**src/hw/rtl/pcc_pkg.sv**
```systemverilog
// Shared widths, register indexes, reset values and types for the clamped PID controller.
package pcc_pkg;

  localparam int unsigned InW     = 12;  // setpoint and measured
  localparam int unsigned ErrW    = 13;  // setpoint - measured
  localparam int unsigned DiffW   = 14;  // err - last_error
  localparam int unsigned AccW    = 18;  // integral accumulator
  localparam int unsigned RegW    = 16;  // configuration registers
  localparam int unsigned IdxW    = 3;
  localparam int unsigned PropW   = RegW + 1 + ErrW;   // 30
  localparam int unsigned IntegW  = RegW + 1 + AccW;   // 35
  localparam int unsigned DerivW  = RegW + 1 + DiffW;  // 31
  localparam int unsigned DriveW  = 36;
  localparam int unsigned DutyW   = 16;
  localparam int unsigned SInDataW  = 24;
  localparam int unsigned MOutDataW = 16;

  localparam logic signed [RegW-1:0] CeilingReset = 16'sd100;
  localparam logic signed [RegW-1:0] FloorReset   = 16'sd0;
  localparam logic [RegW-1:0]        LimitReset   = 16'd20;

  typedef enum logic [IdxW-1:0] {
    CFG_PROP_GAIN  = 3'd0,
    CFG_INTEG_GAIN = 3'd1,
    CFG_DERIV_GAIN = 3'd2,
    CFG_BIAS       = 3'd3,
    CFG_CEILING    = 3'd4,
    CFG_FLOOR      = 3'd5,
    CFG_INT_LIMIT  = 3'd6
  } cfg_idx_e;

  typedef struct packed {
    logic [RegW-1:0]        prop_gain;
    logic [RegW-1:0]        integ_gain;
    logic [RegW-1:0]        deriv_gain;
    logic [RegW-1:0]        output_bias;
    logic signed [RegW-1:0] duty_ceiling;
    logic signed [RegW-1:0] duty_floor;
    logic [RegW-1:0]        integral_limit;
  } cfg_t;

  // Beat leaving the error stage
  typedef struct packed {
    logic                    valid;
    logic signed [ErrW-1:0]  err;
    logic signed [AccW-1:0]  acc;
    logic signed [DiffW-1:0] diff;
  } err_beat_t;

  // Beat leaving the sum stage
  typedef struct packed {
    logic                     valid;
    logic signed [DriveW-1:0] drive;
  } drive_beat_t;

endpackage

```
**src/hw/rtl/pid_controller_clamped.sv**
```systemverilog
// Top level of the clamped-integral PID controller.
//
//  channel   dir  fields (low bit up)                         beat taken when
//  s_axis    in   tdata: setpoint[11:0] measured[23:12]         tvalid && tready
//  m_axis    out  tdata: duty[15:0]                             tvalid && tready
//  cfg       in   cfg_idx_i, cfg_data_i                         cfg_we_i high
//
// Four-stage pipeline: error/accumulator, gain products, drive sum, saturation.
// A beat passes the stages in that order; its duty then waits in the output register
// until taken. One beat per cycle sustained unless the output stalls.
// The accumulator and previous error update in the cycle a beat is taken.
// The whole pipeline holds while the output register is full and m_axis_tready is low.
// Reset clears the state, the pipeline valids and loads the register reset values.
module pid_controller_clamped (
  input  logic                             clk_i,
  input  logic                             rst_ni,
  input  logic                             s_axis_tvalid,
  output logic                             s_axis_tready,
  input  logic [pcc_pkg::SInDataW-1:0]     s_axis_tdata,   // setpoint, measured
  output logic                             m_axis_tvalid,
  input  logic                             m_axis_tready,
  output logic [pcc_pkg::MOutDataW-1:0]    m_axis_tdata,   // duty
  input  logic                             cfg_we_i,
  input  logic [pcc_pkg::IdxW-1:0]         cfg_idx_i,
  input  logic [pcc_pkg::RegW-1:0]         cfg_data_i
);
  import pcc_pkg::*;

  cfg_t                    cfg;
  err_beat_t               err_beat;
  drive_beat_t             drive_beat;
  logic                    en;
  logic                    accept;
  logic                    out_valid;
  logic signed [DutyW-1:0] duty;

  // advance unless a finished beat is stuck at the output
  assign en            = !out_valid || m_axis_tready;
  assign s_axis_tready = en;
  assign accept        = s_axis_tvalid && en;

  pcc_cfg_regs u_cfg (
    .clk_i      (clk_i),
    .rst_ni     (rst_ni),
    .cfg_we_i   (cfg_we_i),
    .cfg_idx_i  (cfg_idx_i),
    .cfg_data_i (cfg_data_i),
    .cfg_o      (cfg)
  );

  pcc_err_stage u_err (
    .clk_i            (clk_i),
    .rst_ni           (rst_ni),
    .en_i             (en),
    .accept_i         (accept),
    .setpoint_i       (s_axis_tdata[InW-1:0]),
    .measured_i       (s_axis_tdata[2*InW-1:InW]),
    .integral_limit_i (cfg.integral_limit),
    .beat_o           (err_beat)
  );

  pcc_mac u_mac (
    .clk_i  (clk_i),
    .rst_ni (rst_ni),
    .en_i   (en),
    .beat_i (err_beat),
    .cfg_i  (cfg),
    .beat_o (drive_beat)
  );

  pcc_sat u_sat (
    .clk_i     (clk_i),
    .rst_ni    (rst_ni),
    .en_i      (en),
    .beat_i    (drive_beat),
    .floor_i   (cfg.duty_floor),
    .ceiling_i (cfg.duty_ceiling),
    .valid_o   (out_valid),
    .duty_o    (duty)
  );

  assign m_axis_tvalid = out_valid;
  assign m_axis_tdata  = duty;

endmodule

```
**src/hw/rtl/pcc_cfg_regs.sv**
```systemverilog
// Configuration register file of the clamped PID controller.
module pcc_cfg_regs (
  input  logic                      clk_i,
  input  logic                      rst_ni,
  input  logic                      cfg_we_i,
  input  logic [pcc_pkg::IdxW-1:0]  cfg_idx_i,
  input  logic [pcc_pkg::RegW-1:0]  cfg_data_i,
  output pcc_pkg::cfg_t             cfg_o
);
  import pcc_pkg::*;

  cfg_t cfg_q;

  always_ff @(posedge clk_i or negedge rst_ni) begin
    if (!rst_ni) begin
      cfg_q.prop_gain      <= '0;
      cfg_q.integ_gain     <= '0;
      cfg_q.deriv_gain     <= '0;
      cfg_q.output_bias    <= '0;
      cfg_q.duty_ceiling   <= CeilingReset;
      cfg_q.duty_floor     <= FloorReset;
      cfg_q.integral_limit <= LimitReset;
    end else if (cfg_we_i) begin
      case (cfg_idx_i)
        CFG_PROP_GAIN:  cfg_q.prop_gain      <= cfg_data_i;
        CFG_INTEG_GAIN: cfg_q.integ_gain     <= cfg_data_i;
        CFG_DERIV_GAIN: cfg_q.deriv_gain     <= cfg_data_i;
        CFG_BIAS:       cfg_q.output_bias    <= cfg_data_i;
        CFG_CEILING:    cfg_q.duty_ceiling   <= $signed(cfg_data_i);
        CFG_FLOOR:      cfg_q.duty_floor     <= $signed(cfg_data_i);
        CFG_INT_LIMIT:  cfg_q.integral_limit <= cfg_data_i;
        default: ;  // drop writes to unused indexes
      endcase
    end
  end

  assign cfg_o = cfg_q;

endmodule

```
**src/hw/rtl/pcc_err_stage.sv**
```systemverilog
// Error, clamped integral accumulator and error change for each accepted beat.
module pcc_err_stage (
  input  logic                     clk_i,
  input  logic                     rst_ni,
  input  logic                     en_i,
  input  logic                     accept_i,
  input  logic [pcc_pkg::InW-1:0]  setpoint_i,
  input  logic [pcc_pkg::InW-1:0]  measured_i,
  input  logic [pcc_pkg::RegW-1:0] integral_limit_i,
  output pcc_pkg::err_beat_t       beat_o
);
  import pcc_pkg::*;

  logic signed [AccW-1:0]  error_sum_q, error_sum_d;
  logic signed [ErrW-1:0]  last_error_q;
  logic signed [ErrW-1:0]  err;
  logic signed [AccW-1:0]  acc_raw;
  logic signed [AccW-1:0]  lim_pos;
  logic signed [AccW-1:0]  lim_neg;
  logic signed [DiffW-1:0] diff;
  logic                    valid_q;
  logic signed [ErrW-1:0]  err_q;
  logic signed [AccW-1:0]  acc_q;
  logic signed [DiffW-1:0] diff_q;

  always_comb begin
    err     = $signed({1'b0, setpoint_i}) - $signed({1'b0, measured_i});
    acc_raw = error_sum_q + AccW'(err);
    lim_pos = $signed({{(AccW-RegW){1'b0}}, integral_limit_i});
    lim_neg = -lim_pos;
    // upper bound wins, so a zero limit always yields zero
    if (acc_raw >= lim_pos) begin
      error_sum_d = lim_pos;
    end else if (acc_raw <= lim_neg) begin
      error_sum_d = lim_neg;
    end else begin
      error_sum_d = acc_raw;
    end
    diff = DiffW'(err) - DiffW'(last_error_q);
  end

  always_ff @(posedge clk_i or negedge rst_ni) begin
    if (!rst_ni) begin
      error_sum_q  <= '0;
      last_error_q <= '0;
      valid_q      <= 1'b0;
    end else begin
      if (accept_i) begin
        error_sum_q  <= error_sum_d;
        last_error_q <= err;
      end
      if (en_i) begin
        valid_q <= accept_i;
      end
    end
  end

  always_ff @(posedge clk_i) begin
    if (en_i) begin
      err_q  <= err;
      acc_q  <= error_sum_d;
      diff_q <= diff;
    end
  end

  assign beat_o.valid = valid_q;
  assign beat_o.err   = err_q;
  assign beat_o.acc   = acc_q;
  assign beat_o.diff  = diff_q;

endmodule

```
**src/hw/rtl/pcc_mac.sv**
```systemverilog
// Gain products and full-width drive sum, one register stage each.
module pcc_mac (
  input  logic               clk_i,
  input  logic               rst_ni,
  input  logic               en_i,
  input  pcc_pkg::err_beat_t beat_i,
  input  pcc_pkg::cfg_t      cfg_i,
  output pcc_pkg::drive_beat_t beat_o
);
  import pcc_pkg::*;

  logic signed [PropW-1:0]  prop_prod;
  logic signed [IntegW-1:0] integ_prod;
  logic signed [DerivW-1:0] deriv_prod;
  logic signed [PropW-1:0]  prop_q;
  logic signed [IntegW-1:0] integ_q;
  logic signed [DerivW-1:0] deriv_q;
  logic                     prod_valid_q;
  logic signed [DriveW-1:0] drive_d;
  logic signed [DriveW-1:0] drive_q;
  logic                     drive_valid_q;

  always_comb begin
    prop_prod  = PropW'($signed({1'b0, cfg_i.prop_gain}))   * PropW'(beat_i.err);
    integ_prod = IntegW'($signed({1'b0, cfg_i.integ_gain})) * IntegW'(beat_i.acc);
    deriv_prod = DerivW'($signed({1'b0, cfg_i.deriv_gain})) * DerivW'(beat_i.diff);
    drive_d = DriveW'(prop_q) + DriveW'(integ_q) + DriveW'(deriv_q)
            + $signed({{(DriveW-RegW){1'b0}}, cfg_i.output_bias});
  end

  always_ff @(posedge clk_i or negedge rst_ni) begin
    if (!rst_ni) begin
      prod_valid_q  <= 1'b0;
      drive_valid_q <= 1'b0;
    end else if (en_i) begin
      prod_valid_q  <= beat_i.valid;
      drive_valid_q <= prod_valid_q;
    end
  end

  always_ff @(posedge clk_i) begin
    if (en_i) begin
      prop_q  <= prop_prod;
      integ_q <= integ_prod;
      deriv_q <= deriv_prod;
      drive_q <= drive_d;
    end
  end

  assign beat_o.valid = drive_valid_q;
  assign beat_o.drive = drive_q;

endmodule

```
**src/hw/rtl/pcc_sat.sv**
```systemverilog
// Floor and ceiling saturation into the output register.
module pcc_sat (
  input  logic                        clk_i,
  input  logic                        rst_ni,
  input  logic                        en_i,
  input  pcc_pkg::drive_beat_t        beat_i,
  input  logic signed [pcc_pkg::RegW-1:0] floor_i,
  input  logic signed [pcc_pkg::RegW-1:0] ceiling_i,
  output logic                        valid_o,
  output logic signed [pcc_pkg::DutyW-1:0] duty_o
);
  import pcc_pkg::*;

  logic signed [DriveW-1:0] floor_ext;
  logic signed [DriveW-1:0] ceil_ext;
  logic signed [DriveW-1:0] sat;
  logic                     valid_q;
  logic signed [DutyW-1:0]  duty_q;

  always_comb begin
    floor_ext = DriveW'(floor_i);
    ceil_ext  = DriveW'(ceiling_i);
    sat = beat_i.drive;
    // floor first, ceiling last: an inverted pair yields the ceiling
    if (sat < floor_ext) sat = floor_ext;
    if (sat > ceil_ext)  sat = ceil_ext;
  end

  always_ff @(posedge clk_i or negedge rst_ni) begin
    if (!rst_ni) begin
      valid_q <= 1'b0;
    end else if (en_i) begin
      valid_q <= beat_i.valid;
    end
  end

  always_ff @(posedge clk_i) begin
    if (en_i) begin
      duty_q <= sat[DutyW-1:0];
    end
  end

  assign valid_o = valid_q;
  assign duty_o  = duty_q;

endmodule

```
**config.mk**
```make
export PLATFORM = sky130hd
export DESIGN_NAME = pid_controller_clamped
export DESIGN_NICKNAME = d
export VERILOG_FILES = /design/src/hw/rtl/pcc_pkg.sv /design/src/hw/rtl/pid_controller_clamped.sv /design/src/hw/rtl/pcc_cfg_regs.sv /design/src/hw/rtl/pcc_err_stage.sv /design/src/hw/rtl/pcc_mac.sv /design/src/hw/rtl/pcc_sat.sv
export SDC_FILE = /design/constraint.sdc
export NUM_CORES = 2
export LEC_CHECK = 0
export BUFFER_PORTS_ARGS = -buffer_cell sky130_fd_sc_hd__buf_2
export CORE_MARGIN = 4
export CORE_UTILIZATION = 30
export DETAILED_ROUTE_END_ITERATION = 8
export GPL_TIMING_DRIVEN = 0
export PLACE_DENSITY = 0.46
export SYNTH_ARGS = -nofsm -noshare
export SYNTH_HDL_FRONTEND = slang
export SYNTH_SLANG_ARGS = --single-unit
```
**constraint.sdc**
```tcl
create_clock -name clk_i -period 10 [get_ports clk_i]
set_input_delay 0.5 -clock clk_i [delete_from_list [all_inputs] [get_ports clk_i]]
set_output_delay 0.5 -clock clk_i [all_outputs]
set_load 0.005 [all_outputs]
```
; After elaboration in Yosys (flattened, before gate mapping)
; Index checks and enable logic that the tools add are counted.
[totals]
elab_cells = 56
ff_bits = 340
out_inout_bits = 18
[op_classes]
muxes = 4
reduce_logical = 11
n_eq_ne = 6
order_cmp = 4
add_sub_neg = 7
n_mul = 3
[op_table]
columns = operator, count
row1 = adder 30 x 35 -> 36 bit, 1
row2 = adder 36 x 17 -> 36 bit, 1
row3 = adder 36 x 31 -> 36 bit, 1
row4 = greater-than comparator 36 x 16 -> 1 bit, 1
row5 = < comparator 36 x 16 -> 1 bit, 1
row6 = 2-to-1 mux 18 bit, 2
row7 = 2-to-1 mux 36 bit, 1
row8 = multiplier 17 x 18 -> 35 bit, 1
row9 = multiplier 17 x 14 -> 31 bit, 1
row10 = multiplier 17 x 13 -> 30 bit, 1
row11 = adder 18 x 13 -> 18 bit, 1
row12 = greater-or-equal comparator 18 x 17 -> 1 bit, 1
row13 = less-or-equal comparator 18 bit, 1
row14 = negation 16 -> 18 bit, 1
row15 = 2-to-1 mux 16 bit, 1
row16 = AND reduction 2 bit, 7
row17 = subtractor 13 x 13 -> 14 bit, 1
row18 = subtractor 12 x 12 -> 13 bit, 1
row19 = equality test 3 bit (second input constant), 3
row20 = equality test 3 x 2 -> 1 bit (second input constant), 2
row21 = equality test 3 x 1 -> 1 bit (second input constant), 1
row22 = logical NOT 3 bit, 1
row23 = logical AND 1 bit, 1
row24 = logical NOT 1 bit, 1
row25 = logical OR 1 bit, 1

; Depth between registers and ports, before layout
[depth]
word_depth = 5
depth_mapped = 30

; By module
; From an unflattened synthesis, not the netlist that was laid out.
[hier_totals]
hier_cells = 4566
area_unflattened_um2 = 45803.9
[modules_own_cells]
columns = module, cells_per_inst, area_per_inst_um2, seq_area_each_um2, instances
row1 = pcc_mac, 3357, 32529.9, 4013.8, 1
row2 = pcc_err_stage, 650, 6105.9, 2152.1, 1
row3 = pcc_cfg_regs, 245, 4310.4, 2808.9, 1
row4 = pcc_sat, 312, 2835.2, 505.5, 1
row5 = pid_controller_clamped, 2, 22.5, 0.0, 1

; Worst setup path before layout
; No wires, ideal clock.
[synth_path]
path_type = input port to flip-flop
startpoint = input port m_axis_tready
endpoint = register u_err.error_sum_q[7]
t_arrival_ns = 7.956
stages = 6
t_required_ns = 9.859
path_slack_ns = 1.903
cell_sequence = nand2b_1 clkbuf_1 nand2_1 nor2_1 buf_1 a22oi_1
[synth_between]
elab_chain_len = 2
[synth_lines]
columns = item, line_no
row1 = start: declaration, pid_controller_clamped.sv:21  ; input logic m_axis_tready,
row2 = logical OR 1 bit, pid_controller_clamped.sv:38  ; assign en = !out_valid || m_axis_tready;
row3 = named net s_axis_tready, pid_controller_clamped.sv:18  ; output logic s_axis_tready,
row4 = logical AND 1 bit, pid_controller_clamped.sv:40  ; assign accept = s_axis_tvalid && en;
row5 = end signal: assignment, pcc_err_stage.sv:49  ; error_sum_q <= error_sum_d;
row6 = end: declaration, pcc_err_stage.sv:14  ; logic signed [AccW-1:0] error_sum_q, error_sum_d;
; The timed path passes the listed nets, and every way through them passes these cells.
; A chain may end at the register's enable or synchronous reset.

; Worst setup path in the final report
[layout_path]
startpoint = register u_cfg.cfg_q, in the netlist u_cfg.cfg_o[68]
endpoint = register u_mac.deriv_q[29] (data pin)
[layout_between]
elab_chain_len = 1
[layout_lines]
columns = item, line_no
row1 = start: declaration, pcc_cfg_regs.sv:12  ; cfg_t cfg_q;
row2 = multiplier 17 x 14 -> 31 bit, pcc_mac.sv:26  ; deriv_prod = DerivW'($signed({1'b0, cfg_i.deriv_gain})) * DerivW'(beat_i.diff);
row3 = named net u_mac.deriv_prod[29], pcc_mac.sv:14  ; logic signed [DerivW-1:0] deriv_prod;
row4 = end signal: assignment, pcc_mac.sv:45  ; deriv_q <= deriv_prod;
row5 = end: declaration, pcc_mac.sv:17  ; logic signed [DerivW-1:0] deriv_q;
; The timed path passes the listed nets, and every way through them passes these cells.

==> flow_metrics.py <==
metrics = {
    "status": {
        "status": "finished clean",
    },
    "drt": {
        "drc": 0,
        "wl_per_cell_um": 19.8,
        "antenna_left": 0,
        "routed_via_density": 4.69,
        "drt_iter0_drc": 1886,
        "num_vias": 32200,
        "wl_um": 136000,
        "dr.pass1.iters": 7,
    },
    "sta": {
        "tightest_slew_ns": 1.37,
        "relSlewSlack_pct": 8.27,
        "setup_violations": 0,
        "hold_viol": 0,
        "finClkSkew_ns": 0.0621,
        "slew_violations": 0,
        "layout_min_cycle_time_ns": 8.12,
        "fmax_mhz": 123,
        "setup_ws_ns": 1.88,
        "rsz0062_at_grt": "no",
        "period_share_pct": 81.2,
    },
    "yosys": {
        "synth_nets": 5909,
        "synthCells": 4690,
        "ys_warn_count": 0,
        "syn-mean-instance-area_um2": 9.79,
        "ys_seq_elements": 340,
        "ys_types": 81,
        "synth-main-ff-cell": "edfxtp_1",
        "ys_seq_area_share_pct": 20.6,
        "synth-edff-count": 193,
        "syn_area_mm2": 0.0459,
        "synthArstFlopShare_pct": 43.2,
    },
    "clock_network": {
        "ctsHoldBuffers": 1,
        "htree_levels": 2,
        "cts_sinks": 340,
        "clock-root-buffer": "clkbuf_16",
        "ctsLongestPathBuffers": 3,
        "post-cts-setup-buffers": 0,
        "clk_pin_slew_ns": 0.06,
        "numCtsBuffers": 45,
        "clk_latency_ns": 0.64,
        "cts_tree": "built",
        "ctsResizeCount": 0,
    },
    "placed_design": {
        "dpl_worst_slack_ns": 1.71,
        "dp_hpwl_um": 111000,
        "gp_congestion": 0.871,
        "io_buffers": 63,
    },
    "floorplanning": {
        "std_cell_rows": 143,
        "dieArea_mm2": 0.159,
        "die_w_um": 399,
        "floorplan.initialDensity_pct": 30.2,
        "die_h_um": 399,
        "coreArea_mm2": 0.152,
        "pin_count": 66,
    },
    "critical_path": {
        "r2r-start": "u_cfg.cfg_o[68]$_DFFE_PN0P_",
        "path_cells": "clkbuf_1 > nand2_1 > fa_1 > fa_1 > inv_1 > ha_1 > fa_1 > fa_1 > inv_1 > fa_1 > inv_1 > ha_1 > a21oi_1 > nand3_1 > o31a_1 > a2111oi_0 > o41ai_1 > o41ai_1 > o2111ai_1 > a21oi_1 > xnor2_1",
        "crit_slowest_cell": "a2111oi_0",
        "critPathMaxFanout": 10,
        "setup.worst_path.end": "u_mac.deriv_q[29]$_DFFE_PN_",
        "cp_common_cell": "fa_1",
        "rr_worst_depth": 21,
        "r2r-end": "u_mac.deriv_q[29]$_DFFE_PN_",
        "arrival_ns": 8.48,
        "cp.required_ns": 10.36,
        "path_class": "flip-flop to flip-flop",
        "worst_setup_path_end_kind": "flip-flop",
        "slowest_delay_ns": 0.74,
        "r2r_slack_ns": 1.88,
        "critPathLaunchType": "flip-flop",
        "crit_start": "u_cfg.cfg_o[68]$_DFFE_PN0P_",
    },
    "cells_and_area": {
        "fin_nets": 6025,
        "fin_util_pct": 33.2,
        "drive_above_1_share_pct": 6.36,
        "syn_to_final_growth_pct": 10.1,
    },
    "grt": {
        "grt_pass1_vias": 34200,
        "grt_overflow_total": 0,
        "track_usage_pct": 17.5,
        "grt_pass1_wl_um": 211000,
        "antenna_found_initial": 20,
        "grt_max_degree": 92,
    },
    "hold_path": {
        "hp-class": "input port to flip-flop",
    },
    "run": {
        "maxCapViolations": 0,
    },
}
[layer usage]
| metal | up-vias | part of all wire, % | GRT usage (%) |
|---|---|---|---|
| met1 | 16200 | 46 | 23.7 |
| met4 | 8 | 2.5 | 4.25 |
| li1 | 15200 | - | - |
| met5 | - | 0.041 | 0 |
| met2 | 598 | 46 | 28.8 |
| met3 | 148 | 5.6 | 3.48 |
[flip-flops by register name, summed over array words and instances, names as in the netlist, 14 cells and up]
name / flops
u_err.diff_q: 14
u_mac.prop_q: 30
u_err.error_sum_q: 18
u_cfg.cfg_o: 112
u_mac.deriv_q: 31
u_sat.duty_o: 16
u_mac.drive_q: 36
u_mac.integ_q: 35
u_err.acc_q: 18
[worst min-delay path by stage]
| stage | startpoint | endpoint | cells after the start |
|---|---|---|---|
| after floorplan | rst_ni | u_cfg.cfg_o[0]$_DFFE_PN0P_ | 0 |
| after global placement | u_mac.drive_valid_q$_DFFE_PN0N_ | u_sat.valid_o$_DFFE_PN0N_ | 1 |
| after detailed placement | u_mac.drive_valid_q$_DFFE_PN0N_ | u_sat.valid_o$_DFFE_PN0N_ | 1 |
| after CTS | cfg_data_i[2] | u_cfg.cfg_o[34]$_DFFE_PN1P_ | 3 |
| after global routing | cfg_data_i[3] | u_cfg.cfg_o[35]$_DFFE_PN0P_ | 3 |
| final | cfg_data_i[2] | u_cfg.cfg_o[34]$_DFFE_PN1P_ | 3 |
[metrics by stage]
| step | setup TNS (ns) | hold slack, ns | cell area (um^2) | instances |
|---|---|---|---|---|
| after floorplan | 0 | 0.204 | 45900 | 4690 |
| after global placement | -66.30 | 0.465 | 48800 | 6783 |
| after detailed placement | 0 | 0.444 | 48900 | 6788 |
| after CTS | 0 | 0.287 | 50500 | 6873 |
| after global routing | 0 | 0.339 | 50500 | 6874 |
| final | 0 | 0.351 | 50500 | 6876 |
[cells in the mapped netlist (7+ instances only)]
library cell,number,area [um^2]
a2111oi_0,7,61.3
a211oi_1,31,233
a21boi_0,8,60.1
a21o_1,73,548
a21oi_1,160,801
a31oi_1,11,68.8
and2_1,315,1970
and3_1,22,138
clkbuf_1,141,529
dfrtp_1,142,3550
edfxtp_1,193,5800
fa_1,667,13400
ha_1,504,6310
inv_1,920,3450
mux2_2,130,1460
mux2i_1,20,200
nand2_1,494,1850
nand2b_1,41,257
nand3_1,49,245
nand4_1,20,125
nor2_1,144,541
nor2b_1,36,225
nor3_1,43,215
o211ai_1,19,143
o21a_1,27,203
o21ai_0,140,701
o21bai_1,20,150
o22ai_1,11,68.8
o31a_1,7,61.3
o31ai_1,9,67.6
or2_2,8,50.1
or3_1,16,100
xnor2_1,124,1090
xor2_1,29,254
[worst max-delay path: cells and delay by family (launching register included)]
kind / cells / cell delay (ns)
adder cells (fa/ha/maj): 7 / 3.35
flip-flops: 1 / 0.62
AO/OA/AOI/OAI: 7 / 2.55
buffers and inverters: 4 / 0.69
XOR/XNOR: 1 / 0.31
AND/OR/NAND/NOR: 2 / 0.29
[placed cells by master, fill, tap and decap left out, drive strengths merged, types with 41 or more instances in the layout]
| cell | n |
|---|---|
| clkbuf | 197 |
| nor2 | 144 |
| nor3 | 44 |
| inv | 925 |
| a21o | 73 |
| mux2 | 133 |
| edfxtp | 193 |
| and2 | 315 |
| ha | 504 |
| dfrtp | 142 |
| fa | 667 |
| a21oi | 160 |
| nand3 | 50 |
| xnor2 | 124 |
| buf | 78 |
| o21ai | 146 |
| nand2 | 495 |
| nand2b | 41 |
[final cells by class]
type / instances / area, um^2
clock inverters: 28 / 378
repair buffers: 69 / 457
inverters: 921 / 3460
diodes: 3 / 7.51
plain buffers: 151 / 596
fillers: 15800 / 102000
multi-input cells: 3278 / 32400
flip-flops and latches: 340 / 9480
well taps: 2030 / 2540
clock buffers: 56 / 1220
[logic make-up after synthesis]
| logic type | count (synthesis) | synth area share, % |
|---|---|---|
| buf+inv | 1072 | 8.82 |
| flops | 340 | 20.6 |
| fa+ha+maj | 1171 | 42.8 |
| compound gates | 582 | 8.08 |
| xor+xnor | 153 | 2.92 |
| mux | 153 | 3.70 |
| simple gates | 1219 | 13.0 |
Power is not shown: default switching activity piles up to over one toggle a cycle in this logic, so the estimate is an artifact.
